`config.mk`:
```
export PLATFORM = sky130hd
export DESIGN_NAME = rational_add_sub_reduce_top
export DESIGN_NICKNAME = d
export VERILOG_FILES = /design/src/rasr_pkg.sv /design/src/rasr_div.sv /design/src/rasr_datapath.sv /design/src/rasr_ctrl.sv /design/src/rational_add_sub_reduce_top.sv
export SDC_FILE = /design/constraint.sdc
export NUM_CORES = 2
export LEC_CHECK = 0
export BUFFER_PORTS_ARGS = -buffer_cell sky130_fd_sc_hd__buf_2
export CORE_ASPECT_RATIO = 0.7
export CORE_MARGIN = 2
export CORE_UTILIZATION = 46
export DETAILED_ROUTE_END_ITERATION = 8
export PLACE_DENSITY = 0.73
export SLEW_MARGIN = 20
export SYNTH_ARGS = -nofsm -noshare
export SYNTH_HDL_FRONTEND = slang
export SYNTH_SLANG_ARGS = --single-unit
```
`constraint.sdc`:
```
create_clock -name i_clk -period 16.9 [get_ports i_clk]
set_input_delay 1.69 -clock i_clk [delete_from_list [all_inputs] [get_ports i_clk]]
set_output_delay 1.69 -clock i_clk [all_outputs]
set_load 0.02 [all_outputs]
```
`src/rasr_pkg.sv`:
```
// Package: shared types and codes for the rational add/sub/reduce unit.
`default_nettype none
package rasr_pkg;
    typedef enum logic [2:0] {
        CMD_ADD    = 3'd0,
        CMD_SUB    = 3'd1,
        CMD_FEQ    = 3'd2,
        CMD_IEQ    = 3'd3,
        CMD_REDUCE = 3'd4
    } t_cmd;

    typedef struct packed {
        logic [2:0]         command;
        logic signed [31:0] a_num;
        logic signed [31:0] a_den;
        logic signed [31:0] b_num;
        logic signed [31:0] b_den;
    } t_in;

    typedef struct packed {
        logic signed [31:0] res_num;
        logic signed [31:0] res_den;
        logic               is_equal;
        logic               undefined_error;
    } t_out;

    typedef enum logic [3:0] {
        S_IDLE, S_MUL, S_SUM, S_EUC_START, S_EUC_WAIT, S_DN_START, S_DN_WAIT,
        S_DD_START, S_DD_WAIT, S_IEQ_START, S_IEQ_WAIT, S_DONE
    } t_state;

    // datapath operations issued by the controller
    typedef enum logic [3:0] {
        OP_NONE, OP_LOAD, OP_MUL, OP_SUM, OP_EUC_DIV, OP_EUC_STEP, OP_DN_DIV,
        OP_DN_SAVE, OP_DD_DIV, OP_DD_SAVE, OP_IEQ_DIV, OP_IEQ_SAVE, OP_EMIT
    } t_op;

    typedef struct packed {
        t_op op;
    } t_ctl;

    typedef struct packed {
        logic   div_done;
        logic   x_zero;
        logic   g_zero;
        logic   err;
        t_cmd   cmd;
        logic   cmd_valid;
    } t_sts;
endpackage
`default_nettype wire

```
`src/rasr_div.sv`:
```
// Iterative signed truncating divider, one quotient bit per cycle.
`default_nettype none
module rasr_div #(
    parameter int W = 32
) (
    input  wire logic         i_clk,
    input  wire logic         i_rst_n,
    input  wire logic         i_start,
    input  wire logic [W-1:0] i_a,
    input  wire logic [W-1:0] i_b,
    output logic              o_done,
    output logic [W-1:0]      o_quo,
    output logic [W-1:0]      o_rem
);
    localparam int CW = $clog2(W + 1);

    logic [W-1:0]  r_q, n_q;
    logic [W:0]    r_r, n_r;
    logic [W-1:0]  r_d, n_d;
    logic [CW-1:0] r_cnt, n_cnt;
    logic          r_busy, n_busy;
    logic          r_done, n_done;
    logic          r_qneg, n_qneg, r_rneg, n_rneg;
    logic [W:0]    trial;
    logic [W-1:0]  mag_a, mag_b;

    assign mag_a = i_a[W-1] ? (~i_a + 1'b1) : i_a;
    assign mag_b = i_b[W-1] ? (~i_b + 1'b1) : i_b;
    assign trial = {r_r[W-1:0], r_q[W-1]} - {1'b0, r_d};

    // restoring shift-subtract step
    always_comb begin
        n_q = r_q; n_r = r_r; n_d = r_d; n_cnt = r_cnt;
        n_busy = r_busy; n_done = 1'b0; n_qneg = r_qneg; n_rneg = r_rneg;
        if (i_start) begin
            n_q = mag_a; n_r = '0; n_d = mag_b; n_cnt = CW'(W);
            n_busy = 1'b1; n_qneg = i_a[W-1] ^ i_b[W-1]; n_rneg = i_a[W-1];
        end else if (r_busy) begin
            if (!trial[W]) begin
                n_r = trial;
                n_q = {r_q[W-2:0], 1'b1};
            end else begin
                n_r = {r_r[W-1:0], r_q[W-1]};
                n_q = {r_q[W-2:0], 1'b0};
            end
            n_cnt = r_cnt - 1'b1;
            if (r_cnt == CW'(1)) begin
                n_busy = 1'b0;
                n_done = 1'b1;
            end
        end
    end

    always_ff @(posedge i_clk) begin
        if (!i_rst_n) begin
            r_busy <= 1'b0;
            r_done <= 1'b0;
            r_cnt  <= '0;
        end else begin
            r_busy <= n_busy;
            r_done <= n_done;
            r_cnt  <= n_cnt;
        end
        r_q <= n_q; r_r <= n_r; r_d <= n_d; r_qneg <= n_qneg; r_rneg <= n_rneg;
    end

    assign o_done = r_done;
    assign o_quo  = r_qneg ? (~r_q + 1'b1) : r_q;
    assign o_rem  = r_rneg ? (~r_r[W-1:0] + 1'b1) : r_r[W-1:0];
endmodule
`default_nettype wire

```
`src/rasr_datapath.sv`:
```
// Datapath: operand registers, cross multiply, Euclid registers, divider.
`default_nettype none
module rasr_datapath #(
    parameter int W = 32
) (
    input  wire logic           i_clk,
    input  wire logic           i_rst_n,
    input  wire rasr_pkg::t_in  i_in,
    input  wire rasr_pkg::t_ctl i_ctl,
    output rasr_pkg::t_sts      o_sts,
    output rasr_pkg::t_out      o_out,
    output logic                o_strobe
);
    import rasr_pkg::*;

    logic [W-1:0] r_an, r_ad, r_bn, r_bd;
    logic [W-1:0] r_p, r_q, r_num, r_den, r_x, r_y;
    logic [2:0]   r_cmd;
    logic         r_err, r_eq, r_strobe;
    logic [W-1:0] div_a, div_b, quo, rem;
    logic         div_start, div_done;
    logic [W-1:0] an_w, ad_w, bn_w, bd_w;

    // sign-extend or truncate 32-bit inputs to the word
    function automatic logic [W-1:0] fit(input logic [31:0] v);
        logic [63:0] e;
        e = {{32{v[31]}}, v};
        return e[W-1:0];
    endfunction

    function automatic logic [31:0] unfit(input logic [W-1:0] v);
        logic [W+31:0] e;
        e = {{32{v[W-1]}}, v};
        return e[31:0];
    endfunction

    assign an_w = fit(i_in.a_num);
    assign ad_w = fit(i_in.a_den);
    assign bn_w = fit(i_in.b_num);
    assign bd_w = fit(i_in.b_den);

    // divider operand select; the final divides use the GCD held in r_y
    always_comb begin
        div_start = 1'b0;
        div_a = r_y;
        div_b = r_x;
        case (i_ctl.op)
            OP_EUC_DIV: div_start = 1'b1;
            OP_DN_DIV: begin div_start = 1'b1; div_a = r_num; div_b = r_y; end
            OP_DD_DIV: begin div_start = 1'b1; div_a = r_den; div_b = r_y; end
            OP_IEQ_DIV: begin div_start = 1'b1; div_a = r_an; div_b = r_ad; end
            default: ;
        endcase
    end

    rasr_div #(.W(W)) u_div (
        .i_clk(i_clk), .i_rst_n(i_rst_n), .i_start(div_start),
        .i_a(div_a), .i_b(div_b), .o_done(div_done), .o_quo(quo), .o_rem(rem)
    );

    // register updates per operation
    always_ff @(posedge i_clk) begin
        if (!i_rst_n) begin
            r_strobe <= 1'b0;
        end else begin
            r_strobe <= (i_ctl.op == OP_EMIT);
        end
        case (i_ctl.op)
            OP_LOAD: begin
                r_cmd <= i_in.command;
                r_an <= an_w; r_ad <= ad_w; r_bn <= bn_w; r_bd <= bd_w;
                r_eq <= 1'b0;
                r_num <= an_w; r_den <= ad_w;
                r_x <= an_w; r_y <= ad_w;
                case (i_in.command)
                    CMD_ADD, CMD_SUB, CMD_FEQ: r_err <= (ad_w == '0) || (bd_w == '0);
                    CMD_IEQ, CMD_REDUCE:       r_err <= (ad_w == '0);
                    default:                   r_err <= 1'b0;
                endcase
            end
            OP_MUL: begin
                r_p <= W'(r_an * r_bd);
                r_q <= W'(r_bn * r_ad);
                r_den <= W'(r_ad * r_bd);
            end
            OP_SUM: begin
                r_num <= (r_cmd == CMD_SUB) ? (r_p - r_q) : (r_p + r_q);
                r_x   <= (r_cmd == CMD_SUB) ? (r_p - r_q) : (r_p + r_q);
                r_y   <= r_den;
                r_eq  <= (r_p == r_q);
            end
            OP_EUC_STEP: begin r_y <= r_x; r_x <= rem; end
            OP_DN_SAVE: r_num <= quo;
            OP_DD_SAVE: r_den <= quo;
            OP_IEQ_SAVE: r_eq <= (rem == '0) && (quo == r_bn);
            default: ;
        endcase
    end

    assign o_sts.div_done  = div_done;
    assign o_sts.x_zero    = (r_x == '0);
    assign o_sts.g_zero    = (r_y == '0);
    assign o_sts.err       = r_err;
    assign o_sts.cmd       = t_cmd'(r_cmd);
    assign o_sts.cmd_valid = (r_cmd <= 3'(CMD_REDUCE));

    // result formatting
    always_comb begin
        o_out.res_num = 32'd0;
        o_out.res_den = 32'd1;
        o_out.is_equal = 1'b0;
        o_out.undefined_error = r_err;
        if (!r_err) begin
            case (r_cmd)
                CMD_ADD, CMD_SUB, CMD_REDUCE: begin
                    o_out.res_num = unfit(r_num);
                    o_out.res_den = unfit(r_den);
                end
                CMD_FEQ, CMD_IEQ: o_out.is_equal = r_eq;
                default: ;
            endcase
        end
    end
    assign o_strobe = r_strobe;
endmodule
`default_nettype wire

```
`src/rasr_ctrl.sv`:
```
// Controller: sequences multiply, Euclid loop and final divides, or the integer-equality divide.
`default_nettype none
module rasr_ctrl (
    input  wire logic           i_clk,
    input  wire logic           i_rst_n,
    input  wire logic           i_start,
    input  wire rasr_pkg::t_sts i_sts,
    output rasr_pkg::t_ctl      o_ctl,
    output logic                o_busy
);
    import rasr_pkg::*;

    t_state r_state, n_state;

    // next state
    always_comb begin
        n_state = r_state;
        case (r_state)
            S_IDLE: if (i_start) n_state = S_MUL;
            S_MUL: begin
                if (i_sts.err || !i_sts.cmd_valid) n_state = S_DONE;
                else if (i_sts.cmd == CMD_IEQ) n_state = S_IEQ_START;
                else if (i_sts.cmd == CMD_REDUCE) n_state = S_EUC_START;
                else n_state = S_SUM;
            end
            S_SUM: n_state = (i_sts.cmd == CMD_FEQ) ? S_DONE : S_EUC_START;
            S_EUC_START: n_state = i_sts.x_zero ?
                (i_sts.g_zero ? S_DONE : S_DN_START) : S_EUC_WAIT;
            S_EUC_WAIT: if (i_sts.div_done) n_state = S_EUC_START;
            S_DN_START: n_state = S_DN_WAIT;
            S_DN_WAIT: if (i_sts.div_done) n_state = S_DD_START;
            S_DD_START: n_state = S_DD_WAIT;
            S_DD_WAIT: if (i_sts.div_done) n_state = S_DONE;
            S_IEQ_START: n_state = S_IEQ_WAIT;
            S_IEQ_WAIT: if (i_sts.div_done) n_state = S_DONE;
            S_DONE: n_state = S_IDLE;
            default: n_state = S_IDLE;
        endcase
    end

    // outputs; reduce keeps the loaded denominator, so no multiply there
    always_comb begin
        o_ctl.op = OP_NONE;
        case (r_state)
            S_IDLE: if (i_start) o_ctl.op = OP_LOAD;
            S_MUL: if (i_sts.cmd != CMD_REDUCE) o_ctl.op = OP_MUL;
            S_SUM: o_ctl.op = OP_SUM;
            S_EUC_START: if (!i_sts.x_zero) o_ctl.op = OP_EUC_DIV;
            S_EUC_WAIT: if (i_sts.div_done) o_ctl.op = OP_EUC_STEP;
            S_DN_START: o_ctl.op = OP_DN_DIV;
            S_DN_WAIT: if (i_sts.div_done) o_ctl.op = OP_DN_SAVE;
            S_DD_START: o_ctl.op = OP_DD_DIV;
            S_DD_WAIT: if (i_sts.div_done) o_ctl.op = OP_DD_SAVE;
            S_IEQ_START: o_ctl.op = OP_IEQ_DIV;
            S_IEQ_WAIT: if (i_sts.div_done) o_ctl.op = OP_IEQ_SAVE;
            S_DONE: o_ctl.op = OP_EMIT;
            default: ;
        endcase
    end
    assign o_busy = (r_state != S_IDLE);

    always_ff @(posedge i_clk) begin
        if (!i_rst_n) r_state <= S_IDLE;
        else          r_state <= n_state;
    end

    a_emit_idle: assert property (@(posedge i_clk) disable iff (!i_rst_n)
        (o_ctl.op == OP_EMIT) |=> (r_state == S_IDLE)) else $error("emit");
    a_load_idle: assert property (@(posedge i_clk) disable iff (!i_rst_n)
        (o_ctl.op == OP_LOAD) |-> !o_busy) else $error("load");
    a_start_mul: assert property (@(posedge i_clk) disable iff (!i_rst_n)
        (i_start && !o_busy) |=> (r_state == S_MUL)) else $error("start");
endmodule
`default_nettype wire

```
`src/rational_add_sub_reduce_top.sv`:
```
// Top level: rational add/subtract/compare/reduce unit.
// Throughput: one transaction at a time; busy stays high until the result strobe.
// The iterative one-bit-per-cycle divider dominates the run time (Euclid steps most).
// Reset: synchronous active low; returns to idle, no result pending.
// The result is shown for one cycle with o_done; the receiver cannot stall.
`default_nettype none
module rational_add_sub_reduce_top #(
    parameter int WORD_BITS = 32
) (
    input  wire logic           i_clk,
    input  wire logic           i_rst_n,
    input  wire logic           start,
    output logic                busy,
    input  wire rasr_pkg::t_in  i_item,
    output rasr_pkg::t_out      o_result,
    output logic                o_done
);
    import rasr_pkg::*;

    t_ctl ctl;
    t_sts sts;

    rasr_ctrl u_ctrl (
        .i_clk(i_clk), .i_rst_n(i_rst_n), .i_start(start),
        .i_sts(sts), .o_ctl(ctl), .o_busy(busy)
    );

    rasr_datapath #(.W(WORD_BITS)) u_dp (
        .i_clk(i_clk), .i_rst_n(i_rst_n), .i_in(i_item), .i_ctl(ctl),
        .o_sts(sts), .o_out(o_result), .o_strobe(o_done)
    );
endmodule
`default_nettype wire
```
==> summary.txt <==
outcome = finished, violations left
failing checks = DRC
Warnings, synthesis = 0
setup repair bufs after CTS = 0
# hold bufs at CTS = 0
CTS Sinks = 436
initial antenna violation count = 19
pin count of the biggest net entering global routing = 66
first-pass GRT wire length = 397000 microns
CTS max path bufs = 3
Worst Path Buf+Inv = 6
initial DRC count = 7630
GPL Wtd Cong = 1.05
CTS clk-pin slew, worst paths = 0.07 ns
row cnt = 122
fin crit share = 52.0%
Main synth FF type = edfxtp_1
maximum operating frequency = 114 MHz
# IOs = 202
core area = 158000 sq um
Layout Area Growth over Synthesis = 6.90%
RSZ-0062 raised after global routing = no
Max-Cap Viols = 0
Routed WL = 265000 microns
Die Height = 338 microns
CTS tree = done
library cells used by synthesis = 82
Synth area leaders = fa_1 34%, edfxtp_1 16%, ha_1 8.0%, inv_1 7.6%, nand2_1 6.5%
delay of the slowest critical-path stage = 0.72 ns
post-synth top area share = 33.5%
most common cell in the netlist = inv_1
Setup CP Type = flop to flop
dominant cell type by area after synthesis = fa_1
First-pass DRT Iterations = 9
Via Count = 59810
number of global-route vias before repair = 60703
gr ovfl total = 0
Slew HR = 11.6%
port bufs = 201
Post-DRT Antenna Nets = 0
setup violators final = 0
syn_nets = 9918
die width = 481 microns
Post-CTS Resized = 0
register area share after synthesis = 17.3%
Setup TNS Final = 0 ns
Clk Latency, worst-skew pair = 0.72 ns
CTS buffer count = 53
EDFF count, synth = 391
# DRC = 3
post-DR wirelength/cell = 26.0 microns
initial core utilization = 46.3%
Worst Hold Class = flop to flop
Critical Path Sink Type = flop
Syn Area/Cell = 9.06 sq um
gr usage total = 33.0%
Commonest cells post-synth = 1490 x inv_1, 1266 x nand2_1, 1227 x fa_1
Crit Path Max Fanout = 46
H-tree levels = 2
root buffer cell = clkbuf_16
Hold Vio Cnt, Final = 0
Synth async-reset ratio = 0%
critical path startpoint category = flop
nets@finish = 9862
Period minus WS final = 8.78 ns
die area = 163000 sq um
Via density = 5.87
clock skew = 0.0436 ns
Slew Viols, Final = 0
Req. time, crit path = 17.32 ns
Syn Inst Count = 8088
#FFs+latches synth = 436
slowest cell on the critical path = edfxtp_1
DP HPWL = 206000 microns
Top cell by count, worst path = fa_1
crit path DAT = 9.20 ns
share of cells above drive strength 1 = 6.19%
slew of the pin with the lowest slew margin = 1.32 ns
Mapped Area = 73300 sq um
CP delay by family, top = adder cells
## layout by cell type (no fill, tap or decap), types with 16 or more instances in the layout
| cell type | instances |
|---|---|
| dfxtp_1 | 44 |
| a31oi_1 | 20 |
| and2_1 | 723 |
| or3_1 | 27 |
| nor2b_1 | 24 |
| and3_1 | 20 |
| clkbuf_16 | 53 |
| nor4_1 | 50 |
| o21ai_0 | 201 |
| ha_1 | 469 |
| buf_2 | 201 |
| nand2_1 | 1264 |
| a21oi_1 | 243 |
| nand2b_1 | 41 |
| xor2_1 | 158 |
| a221o_1 | 17 |
| buf_4 | 152 |
| a222oi_1 | 19 |
| a21o_1 | 51 |
| fa_1 | 1227 |
| o31ai_1 | 32 |
| edfxtp_1 | 391 |
| o21bai_1 | 16 |
| nand4_1 | 32 |
| o211ai_1 | 46 |
| xnor2_1 | 297 |
| nor2_1 | 196 |
| inv_1 | 1488 |
| o221ai_1 | 31 |
| a211oi_1 | 35 |
| a22oi_1 | 55 |
| nor3_1 | 54 |
| a22o_1 | 17 |
| o21a_1 | 26 |
| nand3_1 | 71 |
## kinds of logic (layout without fill, tap and decap cells)
| kind of cell | after synthesis | count (layout) | synth area share [%] |
|---|---|---|---|
| buf+inv | 1957 | 1946 | 10.0 |
| mux | 17 | 17 | 0.241 |
| compound gates | 940 | 940 | 8.46 |
| other cells | 0 | 8 | 0 |
| flops | 436 | 436 | 17.3 |
| fa+ha+maj | 1696 | 1696 | 41.5 |
| xor+xnor | 462 | 462 | 5.52 |
| simple gates | 2580 | 2580 | 16.9 |
## tightest hold or removal path: cells and delay by family (launching register included)
family	cells	cell delay [ns]
flip-flops	1	0.36
AND/OR/NAND/NOR	2	0.11
## metrics by stage
stage	util [%]	area [sq um]	hold WS, ns	worst slack (ns)	instances
after global placement	48.3	76400	0.478	8.43	10083
final	49.5	78300	0.515	8.12	10193
after CTS	49.5	78300	0.518	8.24	10184
after global routing	49.5	78300	0.553	7.79	10187
after detailed placement	48.3	76400	0.505	8.28	10084
after floorplan	-	73300	0.468	9.31	8088
## final timing paths
check | slack [ns] | depth (start not counted) | to | startpoint
worst max-delay path | 8.12 | 27 | u_dp.r_q[31]$_DFFE_PP_ | u_dp.r_ad[3]$_DFFE_PP_
worst min-delay path | 0.51 | 2 | u_dp.u_div.o_done$_SDFF_PP0_ | u_dp.u_div.r_busy$_SDFF_PN0_
worst max register to register | 8.12 | 27 | u_dp.r_q[31]$_DFFE_PP_ | u_dp.r_ad[3]$_DFFE_PP_
worst min register to register | 0.51 | 2 | u_dp.u_div.o_done$_SDFF_PP0_ | u_dp.u_div.r_busy$_SDFF_PN0_
## layout make-up
| type | count | area, sq um |
|---|---|---|
| Multi-Input combinational cell | 5695 | 53400 |
| Clock buffer | 66 | 1400 |
| Fill cell | 14589 | 79800 |
| Tap cell | 2108 | 2640 |
| Clock inverter | 34 | 435 |
| Sequential cell | 436 | 12600 |
| Timing Repair Buffer | 355 | 2180 |
| Antenna cell | 8 | 20.0 |
| Inverter | 1491 | 5600 |
## routing by layer
layer / GRT usage [%] / part of all wire, % / routed length, microns / up-vias
met3: 11.8 / 15 / 39500 / 656
met5: 0 / 0.020 / 52 / -
met1: 46.1 / 40 / 106000 / 30047
met2: 46.6 / 40 / 107000 / 3990
met4: 12.9 / 4.8 / 12600 / 8
li1: - / - / - / 25109
Power is not shown: default switching activity piles up to over one toggle a cycle in this logic, so the estimate is an artifact.
